[config.mk]
export PLATFORM = sky130hd
export DESIGN_NAME = telemetry_frame_deframer
export DESIGN_NICKNAME = d
export VERILOG_FILES = /design/src/hdl/tfd_pkg.sv /design/src/hdl/tfd_frame_buf.sv /design/src/hdl/telemetry_frame_deframer.sv
export SDC_FILE = /design/constraint.sdc
export NUM_CORES = 1
export LEC_CHECK = 0
export ABC_AREA = 1
export BUFFER_PORTS_ARGS = -buffer_cell sky130_fd_sc_hd__buf_2
export CORE_MARGIN = 3
export CORE_UTILIZATION = 29
export DETAILED_ROUTE_END_ITERATION = 6
export GPL_TIMING_DRIVEN = 1
export PLACE_DENSITY = 0.41
export REMOVE_ABC_BUFFERS = 1
export SYNTH_ARGS = -nofsm -noshare
export SYNTH_HDL_FRONTEND = slang
export SYNTH_SLANG_ARGS = --single-unit
[constraint.sdc]
create_clock -name clk -period 12.4 [get_ports clk]
set_input_delay 2.48 -clock clk [delete_from_list [all_inputs] [get_ports clk]]
set_output_delay 2.48 -clock clk [all_outputs]
set_load 0.005 [all_outputs]
[src/hdl/tfd_pkg.sv]
// ----------------------------------------------------------------------------
// tfd_pkg
// Shared types and constants for the telemetry frame deframer: frame header
// bytes, function codes, result status codes and the close-out sequencer states.
// ----------------------------------------------------------------------------
package tfd_pkg;

	localparam int DEFAULT_BUFFER_BYTES = 64;

	localparam logic [7:0] HDR_BYTE0      = 8'hAA;
	localparam logic [7:0] HDR_BYTE1      = 8'hAF;
	localparam logic [7:0] LEN_OVERHEAD   = 8'd5;
	localparam logic [7:0] FN_PID_FIRST   = 8'h10;
	localparam logic [7:0] FN_PID_LAST    = 8'h15;
	localparam logic [7:0] FN_READ        = 8'h02;
	localparam logic [7:0] RD_CODE_PID    = 8'h01;
	localparam logic [7:0] RD_CODE_VER    = 8'hA0;
	localparam logic [7:0] PID_GROUP_BASE = 8'h0F;

	localparam int GAIN_COUNT    = 9;
	localparam int GAIN_BASE     = 4;
	localparam int MIN_PID_BYTES = 22;

	typedef enum logic [2:0] {
		STAT_OK         = 3'd0,
		STAT_BAD_HEADER = 3'd1,
		STAT_BAD_LENGTH = 3'd2,
		STAT_BAD_SUM    = 3'd3,
		STAT_OVERFLOW   = 3'd4
	} status_t;

	typedef enum logic [2:0] {
		SEQ_IDLE,
		SEQ_HDR0,
		SEQ_HDR1,
		SEQ_LEN,
		SEQ_FUNC,
		SEQ_SUB,
		SEQ_GAIN_HI,
		SEQ_GAIN_LO
	} seq_state_t;

	typedef struct packed {
		status_t            status;
		logic [7:0]         function_word;
		logic [7:0]         sub_command;
		logic               request_pid;
		logic               request_version;
		logic [2:0]         pid_group;
		logic               ack_valid;
		logic [7:0]         ack_sum;
		logic [3:0]         gain_index;
		logic signed [15:0] gain_value;
		logic               last;
	} result_t;

endpackage

[src/hdl/tfd_frame_buf.sv]
// ----------------------------------------------------------------------------
// tfd_frame_buf
// Frame byte store: one write port, one read port with registered read data.
// ----------------------------------------------------------------------------
module tfd_frame_buf
	import tfd_pkg::*;
#(
	parameter int BUFFER_BYTES = DEFAULT_BUFFER_BYTES,
	localparam int AW = (BUFFER_BYTES > 1) ? $clog2(BUFFER_BYTES) : 1
) (
	input  logic          clk,
	input  logic          wr_en,
	input  logic [AW-1:0] wr_addr,
	input  logic [7:0]    wr_data,
	input  logic [AW-1:0] rd_addr,
	output logic [7:0]    rd_data
);

	logic [7:0] mem [BUFFER_BYTES];

	always_ff @(posedge clk) begin
		if (wr_en) begin
			mem[wr_addr] <= wr_data;
		end
	end

	always_ff @(posedge clk) begin
		rd_data <= mem[rd_addr];
	end

endmodule

[src/hdl/telemetry_frame_deframer.sv]
// ----------------------------------------------------------------------------
// telemetry_frame_deframer
// Collects received bytes into a frame buffer, checks header, length and
// additive checksum on line idle, and decodes the function word.
// ----------------------------------------------------------------------------
// Usage:
//   s_* carries one beat per received event: s_tuser 0 = data byte in
//   s_tdata[7:0], s_tuser 1 = line idle, which closes the frame.
//   m_* carries results; m_tlast marks the final result of a frame.
//   A data byte gives no result; bytes may stream back to back. On line
//   idle a sequencer walks the frame buffer through its one read port, one
//   byte per cycle while the output is not stalled: a failed check gives its
//   result at the step that finds it, a good frame after the function and
//   sub-command bytes are read. A good PID write gives nine gain results
//   instead, each after two reads (one read for each gain byte).
//   s_tready is low while the sequencer runs.
//   A single output register holds the result; while the receiver stalls the
//   sequencer waits before each result with s_tready held low. Once the last
//   result of a frame is in the register, bytes of the next frame are taken.
//   Reset empties the frame (count, sum, overflow) and the output register;
//   buffer contents are not cleared, only bytes of the current frame are read.
// ----------------------------------------------------------------------------
module telemetry_frame_deframer
	import tfd_pkg::*;
#(
	parameter int BUFFER_BYTES = DEFAULT_BUFFER_BYTES
) (
	input  logic        clk,
	input  logic        arst_n,
	input  logic        s_tvalid,
	output logic        s_tready,
	input  logic [7:0]  s_tdata,  // [7:0] rx_byte
	input  logic        s_tuser,  // [0] command
	output logic        m_tvalid,
	input  logic        m_tready,
	// [2:0] status, [10:3] function_word, [18:11] sub_command, [19] request_pid,
	// [20] request_version, [23:21] pid_group, [24] ack_valid, [32:25] ack_sum,
	// [36:33] gain_index, [52:37] gain_value, [55:53] zero
	output logic [55:0] m_tdata,
	output logic        m_tlast
);

	localparam int AW = (BUFFER_BYTES > 1) ? $clog2(BUFFER_BYTES) : 1;
	localparam int CW = $clog2(BUFFER_BYTES + 1);
	localparam int LW = (CW > 9) ? CW : 9;

	seq_state_t state_q, state_d;

	logic [CW-1:0] count_q;
	logic [7:0]    sum_q;
	logic [7:0]    prev_q;
	logic          ovf_q;
	logic [3:0]    gidx_q;
	logic [7:0]    fw_q;
	logic [7:0]    sc_q;
	logic [7:0]    hi_q;
	logic          m_tvalid_q;
	result_t       out_q;

	logic          in_fire;
	logic          byte_fire;
	logic          close_fire;
	logic          wr_en;
	logic [AW-1:0] rd_addr;
	logic [7:0]    rd_data;
	logic          out_free;
	logic          emit;
	logic          fire;
	logic          adv;
	result_t       res;
	logic [7:0]    ck_sum;
	logic [LW-1:0] len_want;
	logic [LW-1:0] cnt_ext;
	logic          fn_is_pid;
	logic          gain_last;
	logic [4:0]    ghi_addr;
	logic [4:0]    glo_addr;
	logic [4:0]    gnext_addr;

	assign s_tready   = (state_q == SEQ_IDLE);
	assign in_fire    = s_tvalid && s_tready;
	assign byte_fire  = in_fire && !s_tuser;
	assign close_fire = in_fire && s_tuser;
	assign wr_en      = byte_fire && (count_q < CW'(BUFFER_BYTES));

	assign out_free   = !m_tvalid_q || m_tready;
	assign fire       = emit && out_free;
	assign adv        = !emit || fire;

	assign ck_sum     = sum_q - prev_q;
	assign len_want   = LW'(rd_data) + LW'(LEN_OVERHEAD);
	assign cnt_ext    = LW'(count_q);
	assign fn_is_pid  = (fw_q >= FN_PID_FIRST) && (fw_q <= FN_PID_LAST);
	assign gain_last  = (gidx_q == 4'(GAIN_COUNT - 1));
	assign ghi_addr   = 5'(GAIN_BASE) + {gidx_q, 1'b0};
	assign glo_addr   = ghi_addr + 5'd1;
	assign gnext_addr = ghi_addr + 5'd2;

	tfd_frame_buf #(
		.BUFFER_BYTES(BUFFER_BYTES)
	) u_buf (
		.clk    (clk),
		.wr_en  (wr_en),
		.wr_addr(count_q[AW-1:0]),
		.wr_data(s_tdata),
		.rd_addr(rd_addr),
		.rd_data(rd_data)
	);

	// result, emit request and buffer read address per sequencer step;
	// rd_data always holds the byte addressed in the previous cycle
	always_comb begin
		res     = '0;
		emit    = 1'b0;
		rd_addr = '0;
		case (state_q)
			SEQ_IDLE: begin
				rd_addr = '0;
			end
			SEQ_HDR0: begin
				res.last = 1'b1;
				if (ovf_q) begin
					emit       = 1'b1;
					res.status = STAT_OVERFLOW;
				end else if (count_q < CW'(2) || rd_data != HDR_BYTE0) begin
					emit       = 1'b1;
					res.status = STAT_BAD_HEADER;
				end
				rd_addr = adv ? AW'(1) : AW'(0);
			end
			SEQ_HDR1: begin
				res.last = 1'b1;
				if (rd_data != HDR_BYTE1) begin
					emit       = 1'b1;
					res.status = STAT_BAD_HEADER;
				end else if (count_q < CW'(4)) begin
					emit       = 1'b1;
					res.status = STAT_BAD_LENGTH;
				end
				rd_addr = adv ? AW'(3) : AW'(1);
			end
			SEQ_LEN: begin
				res.last = 1'b1;
				if (len_want != cnt_ext) begin
					emit       = 1'b1;
					res.status = STAT_BAD_LENGTH;
				end else if (ck_sum != prev_q) begin
					emit       = 1'b1;
					res.status = STAT_BAD_SUM;
				end
				rd_addr = adv ? AW'(2) : AW'(3);
			end
			SEQ_FUNC: begin
				rd_addr = AW'(4);
			end
			SEQ_SUB: begin
				res.last          = 1'b1;
				res.function_word = fw_q;
				res.sub_command   = rd_data;
				if (fn_is_pid) begin
					// short pid frame: gain bytes never arrived
					if (count_q < CW'(MIN_PID_BYTES)) begin
						emit       = 1'b1;
						res.status = STAT_OVERFLOW;
					end
				end else begin
					emit = 1'b1;
					if (fw_q == FN_READ) begin
						res.request_pid     = (rd_data == RD_CODE_PID);
						res.request_version = (rd_data == RD_CODE_VER);
					end
				end
				rd_addr = AW'(GAIN_BASE);
			end
			SEQ_GAIN_HI: begin
				rd_addr = AW'(glo_addr);
			end
			SEQ_GAIN_LO: begin
				emit              = 1'b1;
				res.status        = STAT_OK;
				res.function_word = fw_q;
				res.sub_command   = sc_q;
				res.pid_group     = 3'(fw_q - PID_GROUP_BASE);
				res.ack_valid     = 1'b1;
				res.ack_sum       = ck_sum;
				res.gain_index    = gidx_q;
				res.gain_value    = {hi_q, rd_data};
				res.last          = gain_last;
				rd_addr           = adv ? AW'(gnext_addr) : AW'(glo_addr);
			end
			default: begin
				rd_addr = '0;
			end
		endcase
	end

	always_comb begin
		state_d = state_q;
		case (state_q)
			SEQ_IDLE: begin
				if (close_fire) begin
					state_d = SEQ_HDR0;
				end
			end
			SEQ_HDR0: begin
				if (!emit) begin
					state_d = SEQ_HDR1;
				end else if (fire) begin
					state_d = SEQ_IDLE;
				end
			end
			SEQ_HDR1: begin
				if (!emit) begin
					state_d = SEQ_LEN;
				end else if (fire) begin
					state_d = SEQ_IDLE;
				end
			end
			SEQ_LEN: begin
				if (!emit) begin
					state_d = SEQ_FUNC;
				end else if (fire) begin
					state_d = SEQ_IDLE;
				end
			end
			SEQ_FUNC: begin
				state_d = SEQ_SUB;
			end
			SEQ_SUB: begin
				if (!emit) begin
					state_d = SEQ_GAIN_HI;
				end else if (fire) begin
					state_d = SEQ_IDLE;
				end
			end
			SEQ_GAIN_HI: begin
				state_d = SEQ_GAIN_LO;
			end
			SEQ_GAIN_LO: begin
				if (fire) begin
					state_d = gain_last ? SEQ_IDLE : SEQ_GAIN_HI;
				end
			end
			default: begin
				state_d = SEQ_IDLE;
			end
		endcase
	end

	always_ff @(posedge clk or negedge arst_n) begin
		if (!arst_n) begin
			state_q    <= SEQ_IDLE;
			count_q    <= '0;
			sum_q      <= '0;
			prev_q     <= '0;
			ovf_q      <= 1'b0;
			gidx_q     <= '0;
			m_tvalid_q <= 1'b0;
		end else begin
			state_q <= state_d;
			if (wr_en) begin
				count_q <= count_q + CW'(1);
				sum_q   <= sum_q + s_tdata;
				prev_q  <= s_tdata;
			end else if (byte_fire) begin
				ovf_q <= 1'b1;
			end
			// frame closed out: start the next one empty
			if (fire && res.last) begin
				count_q <= '0;
				sum_q   <= '0;
				prev_q  <= '0;
				ovf_q   <= 1'b0;
			end
			if (state_q == SEQ_SUB) begin
				gidx_q <= '0;
			end else if (state_q == SEQ_GAIN_LO && fire) begin
				gidx_q <= gidx_q + 4'd1;
			end
			if (fire) begin
				m_tvalid_q <= 1'b1;
			end else if (m_tready) begin
				m_tvalid_q <= 1'b0;
			end
		end
	end

	always_ff @(posedge clk) begin
		if (state_q == SEQ_FUNC) begin
			fw_q <= rd_data;
		end
		if (state_q == SEQ_SUB) begin
			sc_q <= rd_data;
		end
		if (state_q == SEQ_GAIN_HI) begin
			hi_q <= rd_data;
		end
		if (fire) begin
			out_q <= res;
		end
	end

	assign m_tvalid = m_tvalid_q;
	assign m_tlast  = out_q.last;
	assign m_tdata  = {3'b000, out_q.gain_value, out_q.gain_index, out_q.ack_sum,
		out_q.ack_valid, out_q.pid_group, out_q.request_version, out_q.request_pid,
		out_q.sub_command, out_q.function_word, out_q.status};

`ifndef SYNTHESIS
	a_count_bound: assert property (@(posedge clk) disable iff (!arst_n)
		count_q <= CW'(BUFFER_BYTES))
		else $error("frame byte count beyond buffer size");

	a_frame_cleared: assert property (@(posedge clk) disable iff (!arst_n)
		fire && res.last |=> count_q == '0 && !ovf_q)
		else $error("frame state not cleared after close");

	a_mid_is_gain: assert property (@(posedge clk) disable iff (!arst_n)
		m_tvalid && !m_tlast |-> out_q.ack_valid && out_q.status == STAT_OK)
		else $error("non-final result that is not a gain beat");

	a_gain_stall: assert property (@(posedge clk) disable iff (!arst_n)
		state_q == SEQ_GAIN_LO && !out_free |=> state_q == SEQ_GAIN_LO
		&& $stable(gidx_q))
		else $error("gain sequencer moved while output stalled");
`endif

endmodule
; Word level (Yosys, flattened, before mapping)
; Memory sizes are Yosys's and may differ from the RTL's. A register that Yosys moved wholly into a read port is not among the register bits.
; Index checks and enable logic that the tools add are counted.
; W data, S select, Z words.
[totals]
inputBits = 13
ramBits = 512
latch_bits = 0
elab_cells = 131
output_inout_bits = 59
memories = 1
reg_bits = 110
rom_bits = 0
[mem_list]
columns = name, depth, width, read_ports, rd_clocked_by_memory_dff, wr, line
row1 = u_buf.mem, 64, 8, 1, 1, 1, tfd_frame_buf.sv:19  ; logic [7:0] mem [BUFFER_BYTES];
[classes]
n_mux = 50
n_reduce_logical = 24
magnitude_cmp = 6
div_mod_pow = 0
bitwise = 2
n_mul = 0
eq_ne = 18
shifts = 0
add_sub_neg = 9
[op_table]
columns = operator, n
row1 = $pmux W6 S7, 1
row2 = $mux W3, 11
row3 = $mux W8, 4
row4 = $pmux W16 S2, 1
row5 = $mux W29, 1
row6 = $pmux W3 S8, 1
row7 = $mux W1, 18
row8 = $ne A8 B8 Y1 const B, 2
row9 = $mux W7, 2
row10 = $eq A3 B3 Y1 const B, 4
row11 = $pmux W3 S4, 1
row12 = $mux W2, 5
row13 = $add A8 B3 Y9 const B, 1
row14 = $ne A9 B7 Y1, 1
row15 = $add A8 B8 Y8, 1
row16 = $eq A8 B1 Y1 const B, 1
row17 = $eq A8 B2 Y1 const B, 1
row18 = $eq A8 B8 Y1 const B, 1
row19 = $ge A8 B5 Y1 const B, 1
row20 = $le A8 B5 Y1 const B, 1
row21 = $logic_and A1 B1 Y1, 8
row22 = $mux W4, 2
row23 = $ne A8 B8 Y1, 1
row24 = $reduce_bool A2 Y1, 4
row25 = 27 further kinds, 35

; Longest topological paths before layout
; Gate-level depths: netlist (run 1).
[depth]
ltp_word = 9
mapped_depth = 28
depth_no_buf = 26

; Cells and area by module
; A second synthesis (run 1) with hierarchy kept.
[hier_totals]
hier_cells = 2460
hier_area_um2 = 27301.2
[modules_own_cells]
columns = mod, seq_area_each_um2, instances, cells_per_inst, area_each_um2
row1 = tfd_frame_buf, 15534.9, 1, 1805, 21339.2
row2 = telemetry_frame_deframer, 3143.0, 1, 655, 5962.0

; Least setup slack after synthesis (run 1)
; Ideal clock, no wire load.
[synth_timing]
path_type = input to register
from = input m_tready
to = register count_q[0]
path_stages = 8
setup_ns = 0.130
arrival_ns = 4.646
path_slack_ns = 7.624
t_required_ns = 12.270
path_buffers = 1
path_cell_list = nor2_1 -> inv_1 -> nand2_1 -> inv_1 -> nand2_1 -> nand2_1 -> clkbuf_1 -> o21ai_0
[synth_via]
elab_chain_cells = 4
word_cells_on_any_way = 5
classes_between = mux (1) / reduce/logical (4)
[synth_rtl]
columns = item, line
row1 = "start, declared", telemetry_frame_deframer.sv:35  ; input logic m_tready,
row2 = $logic_or A1 B1 Y1 *, telemetry_frame_deframer.sv:86  ; assign out_free = !m_tvalid_q || m_tready;
row3 = $logic_and A1 B1 Y1 *, telemetry_frame_deframer.sv:87  ; assign fire = emit && out_free;
row4 = net fire, telemetry_frame_deframer.sv:68  ; logic fire;
row5 = $logic_and A1 B1 Y1 *, telemetry_frame_deframer.sv:269  ; if (fire && res.last) begin
row6 = $mux W7 / $reduce_bool A2 Y1 (equally long branches), --
row7 = "end signal, assigned", telemetry_frame_deframer.sv:262  ; count_q <= count_q + CW'(1);
row8 = "end, declared", telemetry_frame_deframer.sv:49  ; logic [CW-1:0] count_q;
; The timed path passes the listed nets; every way through them passes the cells marked *.
; A chain may end at the register's enable or synchronous reset.

; Worst setup path in the final report (run 1)
[layout_timing]
from = input m_tready
to = register u_buf.rd_data[7], read port of u_buf.mem
[layout_via]
elab_chain_cells = 5
word_cells_on_any_way = 8
classes_between = mux (5) / reduce/logical (3)
[layout_rtl]
columns = item, line
row1 = $logic_or A1 B1 Y1 *, telemetry_frame_deframer.sv:86
row2 = $logic_and A1 B1 Y1 *, telemetry_frame_deframer.sv:87
row3 = $logic_or A1 B1 Y1 *, telemetry_frame_deframer.sv:88  ; assign adv = !emit || fire;
row4 = "$mux W5, or another cell as far along", telemetry_frame_deframer.sv:189  ; rd_addr = adv ? AW'(gnext_addr) : AW'(glo_addr);
row5 = $pmux W6 S7 *, telemetry_frame_deframer.sv:116  ; case (state_q)
row6 = "end, declared", tfd_frame_buf.sv:16  ; output logic [7:0] rd_data
; Every way passes the cells marked *; elsewhere a longest branch is shown, timed or not. The select of a mux whose other input is x is not followed.

==> impl_metrics.csv, run 1 <==
group,metric,value,unit
finish,drive_above_1_share,0.117,
finish,final_cell_mix,"edfxtp_1 (334), nand3_1 (295), nand2_1 (279)",
power_and_ir_drop,p_seq_frac,0.354,
power_and_ir_drop,switching_share,0.407,
place,gp_congestion,0.764,
synthesis,synth.area.mux_share,0,
route,ant_nets,0,
critical_path,end_kind,"flop",
synthesis,synth_compound_area_frac,0.0250,
route,wl_per_cell,21.4,um
timing,tightest_slew,1170,ps
finish,nNetsFinal,1619,
synthesis,synth_xor_area_frac,0.00624,
route,wl_met3,3080,um
timing,slew_headroom,0.218,
synthesis,synth-simple-area-share,0.238,
power_and_ir_drop,clkPwrFrac,0.266,
route,met2_length,22600,um
worst_hold_path,hold_class,"flop to flop",
global_route,grt_pass1_vias,11841,
finish,mostFrequentLayoutCell,"edfxtp_1",
global_route,grt_use_total,0.166,
route,drc,0,
finish,areaGrowthSynthToFinish,14.0,%
die,dieArea,0.0610,mm^2
die,die_y,247,um
finish,seq_area,0.0110,mm^2
status,status,"finished clean",
job,cap_violations,0,
synthesis,ys_ff_latch,374,
global_route,overflow,0,
die,core,0.0569,mm^2
route,wl,50600,um
power_and_ir_drop,p_per_area,249,mW/mm^2
timing,final-max-slew-violation-count,0,
clocking,htree_levels,2,
synthesis,avgSynthCellArea,11.0,um^2
die,die_width,247,um
route,vias,11909,
finish,diodes,0,
synthesis,yosysTopAreaCell,"edfxtp_1",
place,place_hpwl,30100,um
timing,fin_crit_sh,0.443,
die,ios,72,
route,drt_pre_antenna_iters,5,
clocking,cts_buffer_depth,3,
clocking,postCtsSetupBuffers,0,
finish,multiInputGateArea,0.00499,mm^2
synthesis,yosys.area.top_type_share,0.595,
clocking,cts_resized,0,
timing,min_period,5500,ps
synthesis,synthAdderAreaFrac,0.0239,
power_and_ir_drop,p_sw,1940,uW
critical_path,arrival,6020,ps
clocking,holdBufCountCts,0,
clocking,numClockSinks,374,
synthesis,ys.flop_type,"edfxtp_1",
clocking,clk_latency,580,ps
critical_path,start_kind,"primary input",
synthesis,netlist_area,0.0168,mm^2
clocking,cts_made_buffers,44,
synthesis,synth_top_family_by_area,"simple AND/OR/NAND/NOR gates",
power_and_ir_drop,intPower,2830,uW
critical_path,r2r_setup_slack,6950,ps
route,vias_per_cell,5.03,
timing,hold_violations,0,
timing,fmax,182,MHz
synthesis,synth_edf_count,334,
place,placedCellCount,2285,
power_and_ir_drop,p_leak,0.00719,uW
finish,fin_area,0.0192,mm^2
synthesis,yosys_warnings,0,
route,drtIter0Drc,942,
timing,grt_setup_unrepaired,"false",
critical_path,critPathRequiredTime,12920,ps
finish,fillerInstances,5755,
power_and_ir_drop,p_comb_frac,0.380,
die,initial_utilization,0.296,
power_and_ir_drop,irDropWorstVdd,0.149,mV
timing,tns,0,ps
synthesis,netlist_instances,1531,
synthesis,async_flop_share,0.0856,
critical_path,crit_type,"primary input to flop",
synthesis,seq_area_frac_synth,0.652,
die,rows,87,
global_route,antenna_found_initial,0,
critical_path,path_max_fanout,87,
timing,setup_viol,0,
place,port_buffers,68,
timing,clock_skew,19.3,ps
place,dpl-instance-area,0.0178,mm^2
clocking,cts_tree,"done",
synthesis,synth_cell_types,47,
global_route,grt_pass1_wl,76000,um
clocking,clk_pin_slew,60,ps
global_route,grt_max_degree,88,
route,wl_met1,23600,um
timing,whs,529,ps
finish,final_core_util,0.337,
synthesis,synth_area_leaders,"edfxtp_1 (60%), nand3_1 (8.8%), nand2_1 (6.2%)",
route,dr.max_layer_used,"met4",
clocking,cts-root-buf,"clkbuf_16",
finish,finalNonFillerCells,2367,
==> registers in the layout, indices dropped and copies added (netlist names) <==
register	count
sum_q	8
prev_q	8
sc_q	8
ovf_q	1
m_tlast	1
m_tdata	53
state_q	3
u_buf.mem	256
count_q	7
gidx_q	4
fw_q	8
u_buf.rd_data	8
hi_q	8
m_tvalid	1
==> cell type report <==
| cell class | instances | share of cell area |
|---|---|---|
| well taps | 756 | 0.0493 |
| clock buffers | 57 | 0.0609 |
| flip-flops and latches | 374 | 0.572 |
| repair buffers | 88 | 0.0255 |
| multi-input cells | 965 | 0.260 |
| clock inverters | 25 | 0.0121 |
| inverters | 102 | 0.0199 |
==> per-layer routing <==
metal | vias to the layer above | global-route usage
met3 | 81 | 0.0339
met4 | 0 | 0.0521
met5 | - | 0
met2 | 387 | 0.257
met1 | 5860 | 0.232
li1 | 5581 | -
==> final timing paths <==
kind	start	to	cells after the start
max	m_tready	u_buf.rd_data[7]	12
min	sc_q[4]	m_tdata[15]	2
max reg2reg	u_buf.rd_data[0]	u_buf.rd_data[7]	22
min reg2reg	sc_q[4]	m_tdata[15]	2
max in group asynchronous	arst_n	count_q[1]	1
min in group asynchronous	arst_n	state_q[2]	1
==> cell usage after synthesis (12+ instances only) <==
master / n
a21oi_1: 18
buf_2: 48
buf_6: 12
clkbuf_1: 23
dfrtp_1: 32
edfxtp_1: 334
ha_1: 29
inv_1: 94
nand2_1: 280
nand3_1: 295
nand4_1: 133
nor2_1: 100
o21ai_0: 44
==> worst max-delay path, cell delays in order <==
cell     delay [ps]
buf_2           110
nor2_1          510
nand3_4         110
buf_4           420
nand3_4         590
buf_4           840
nand2_1         130
nand3_1         190
nand3_1         110
nand3_1         140
nand3_1         170
nand2_1         110
==> power by group through the flow <==
stage | combinational, uW | clock [uW] | sequential (uW)
after floorplan | 1180 | 0 | 1680
after global placement | 1830 | 0 | 1720
after detailed placement | 1830 | 0 | 1720
after CTS | 1830 | 1300 | 1690
after global routing | 2060 | 1340 | 1710
final | 1820 | 1270 | 1690
==> cell families (layout without fill, tap and decap cells) <==
| logic type | after synthesis | after routing |
|---|---|---|
| AOI/OAI and AO/OA | 76 | 76 |
| xor gates and xnor gates | 12 | 12 |
| adders and majority gates | 31 | 31 |
| buffers and inverters | 194 | 272 |
| DFF | 374 | 374 |
| other | 1 | 3 |
| and+or+nand+nor | 843 | 843 |
==> stage by stage <==
stage,total power [uW],setup WS (ps)
floorplan,2860,5370
global placement,3550,6350
detailed placement,3550,6330
CTS,4830,6920
global route,5110,6490
finish,4780,6900
(Power assumes the default switching activity.)
==> inputs of run 2 (changes only) <==
==> constraint.sdc (replaced) <==
create_clock -name clk -period 5.4 [get_ports clk]
set_input_delay 1.08 -clock clk [delete_from_list [all_inputs] [get_ports clk]]
set_output_delay 1.08 -clock clk [all_outputs]
set_load 0.005 [all_outputs]
==> run 2 against run 1 <==
- clock power up 130%
- count of clock-buffer cells in the layout rose by 1
- highest routed layer unchanged
- combinational power is 130% higher
- global-route usage is 0.14 points lower
==> impl_metrics.csv, run 2 (same netlist as run 1, synthesis figures left out) <==
group,metric,value,unit
die,die_y,247,um
clocking,clk_pin_slew,60,ps
worst_hold_path,hold_depth,2,
critical_path,end_kind,"flop",
die,ios,72,
die,die_width,247,um
die,rows,87,
place,place_hpwl,30900,um
critical_path,reg2reg_from,"sum_q[0]",
finish,seq_area,0.0110,mm^2
route,wl_per_cell,21.0,um
finish,mostFrequentLayoutCell,"edfxtp_1",
worst_hold_path,min_to,"m_tdata[14]",
global_route,grt_use_total,0.164,
route,wl,49900,um
clocking,htree_levels,2,
finish,final_core_util,0.340,
die,core,0.0569,mm^2
global_route,overflow,0,
clocking,cts-root-buf,"clkbuf_16",
clocking,holdBufCountCts,0,
critical_path,worstPathCellList,"inv_1, ha_1, inv_1, fa_1, nand2_1, nand2_1, nand3_1, nand3_1, nand2_1, nand2_1, nand2_1, nor2_1, nand3_1, nand2_2, nand2_4, nand3_4, nand3_4, buf_12, nand2_1, nand3_1, nand3_1, nand3_1, nand3_1, nand2_1",
clocking,cts_tree,"done",
place,dpl-instance-area,0.0179,mm^2
clocking,cts_buffer_depth,3,
finish,nNetsFinal,1629,
power_and_ir_drop,irDropWorstVdd,0.424,mV
critical_path,critPathRequiredTime,5920,ps
finish,largest_reg_flops,256,
critical_path,start_kind,"flop",
timing,final-max-slew-violation-count,0,
route,ant_nets,0,
global_route,grt_pass1_vias,11499,
clocking,numClockSinks,374,
global_route,grt_max_degree,129,
clocking,postCtsSetupBuffers,0,
global_route,grt_pass1_wl,75700,um
timing,fmax,236,MHz
timing,hold_violations,0,
place,gp_congestion,0.814,
power_and_ir_drop,p_per_area,568,mW/mm^2
clocking,cts_resized,0,
route,vias_per_cell,4.99,
power_and_ir_drop,p_leak,0.00726,uW
finish,drive_above_1_share,0.121,
critical_path,path_max_fanout,128,
route,drt_pre_antenna_iters,7,
die,dieArea,0.0610,mm^2
finish,fin_area,0.0193,mm^2
timing,setup_viol,0,
power_and_ir_drop,total_power,11000,uW
clocking,cts_made_buffers,44,
clocking,clk_latency,590,ps
timing,tns,0,ps
timing,min_period,4240,ps
critical_path,r2r_setup_slack,1160,ps
finish,regMostFlops,"u_buf.mem",
route,drtIter0Drc,857,
finish,fillerInstances,5695,
critical_path,arrival,4760,ps
timing,tightest_slew,1010,ps
place,port_buffers,68,
worst_hold_path,hold_class,"flop to flop",
timing,fin_crit_sh,0.785,
status,status,"finished clean",
finish,final_cell_mix,"edfxtp_1 (334), nand3_1 (295), nand2_1 (279)",
critical_path,slowest_delay,420,ps
critical_path,critical_path.slowest_cell,"nand3_4",
timing,grt_setup_unrepaired,"false",
job,cap_violations,0,
route,vias,11861,
finish,areaGrowthSynthToFinish,14.8,%
critical_path,startpoint,"sum_q[0]",
timing,clock_skew,26.2,ps
worst_hold_path,min_from,"sc_q[3]",
critical_path,worstReg2RegEnd,"u_buf.rd_data[0]",
timing,slew_headroom,0.321,
route,drc,0,
critical_path,r2r_cells,24,
die,initial_utilization,0.296,
finish,multiInputGateArea,0.00499,mm^2
critical_path,crit_type,"flop to flop",
global_route,antenna_found_initial,0,
-- run 2: cell types whose count changed in the layout (fill, tap and decap cells not counted), sizes merged --
cell    before  now
buf         88   98
clkinv      19   13
bufinv       3    5
clkbuf      57   58
diode        0    1
-- run 2: how the worst max path moves through the flow --
stage | endpoint | slack [ps]
after floorplan | u_buf.rd_data[0] | -1630
after global placement | u_buf.rd_data[5] | 1140
after detailed placement | u_buf.rd_data[7] | 1200
after CTS | u_buf.rd_data[7] | 1190
after global routing | u_buf.rd_data[0] | 780
final | u_buf.rd_data[0] | 1160
-- run 2: metal layers --
layer	wire, um	up-vias	track usage
met4	1030	0	0.0406
met2	21800	359	0.247
li1	-	5604	-
met5	0	-	0
met1	24000	5834	0.244
met3	2970	64	0.0285
-- run 2: where the power goes --
| part | leakage, uW | switching, uW | total, uW | internal (uW) |
|---|---|---|---|---|
| registers | 0.00354 | 274 | 3890 | 3610 |
| clock network | 0.000693 | 1220 | 2980 | 1760 |
| logic | 0.00303 | 2860 | 4110 | 1250 |
-- run 2: cell type report --
cell class,count,share of cell area
sequential,374,0.568
tap,756,0.0489
antenna,1,0.000129
clock buffer,58,0.0602
inverter,102,0.0198
clock inverter,21,0.0135
multi-input combinational,965,0.258
timing repair buffer,98,0.0312
-- run 2: worst max-delay path, delay by kind of cell (launching register included) --
family	cells	cell delay, ps
DFF	1	380
buffers and inverters	3	550
and+or+nand+nor	19	2490
adders and majority gates	2	560
-- run 2: per-stage QoR --
stage	cells	hold WS, ps	worst slack, ps
3_3_place_gp	2295	517	1140
5_1_grt	2374	567	779
3_5_place_dp	2295	514	1200
4_1_cts	2374	527	1190
6_report	2375	525	1160
2_1_floorplan	1441	488	-1630
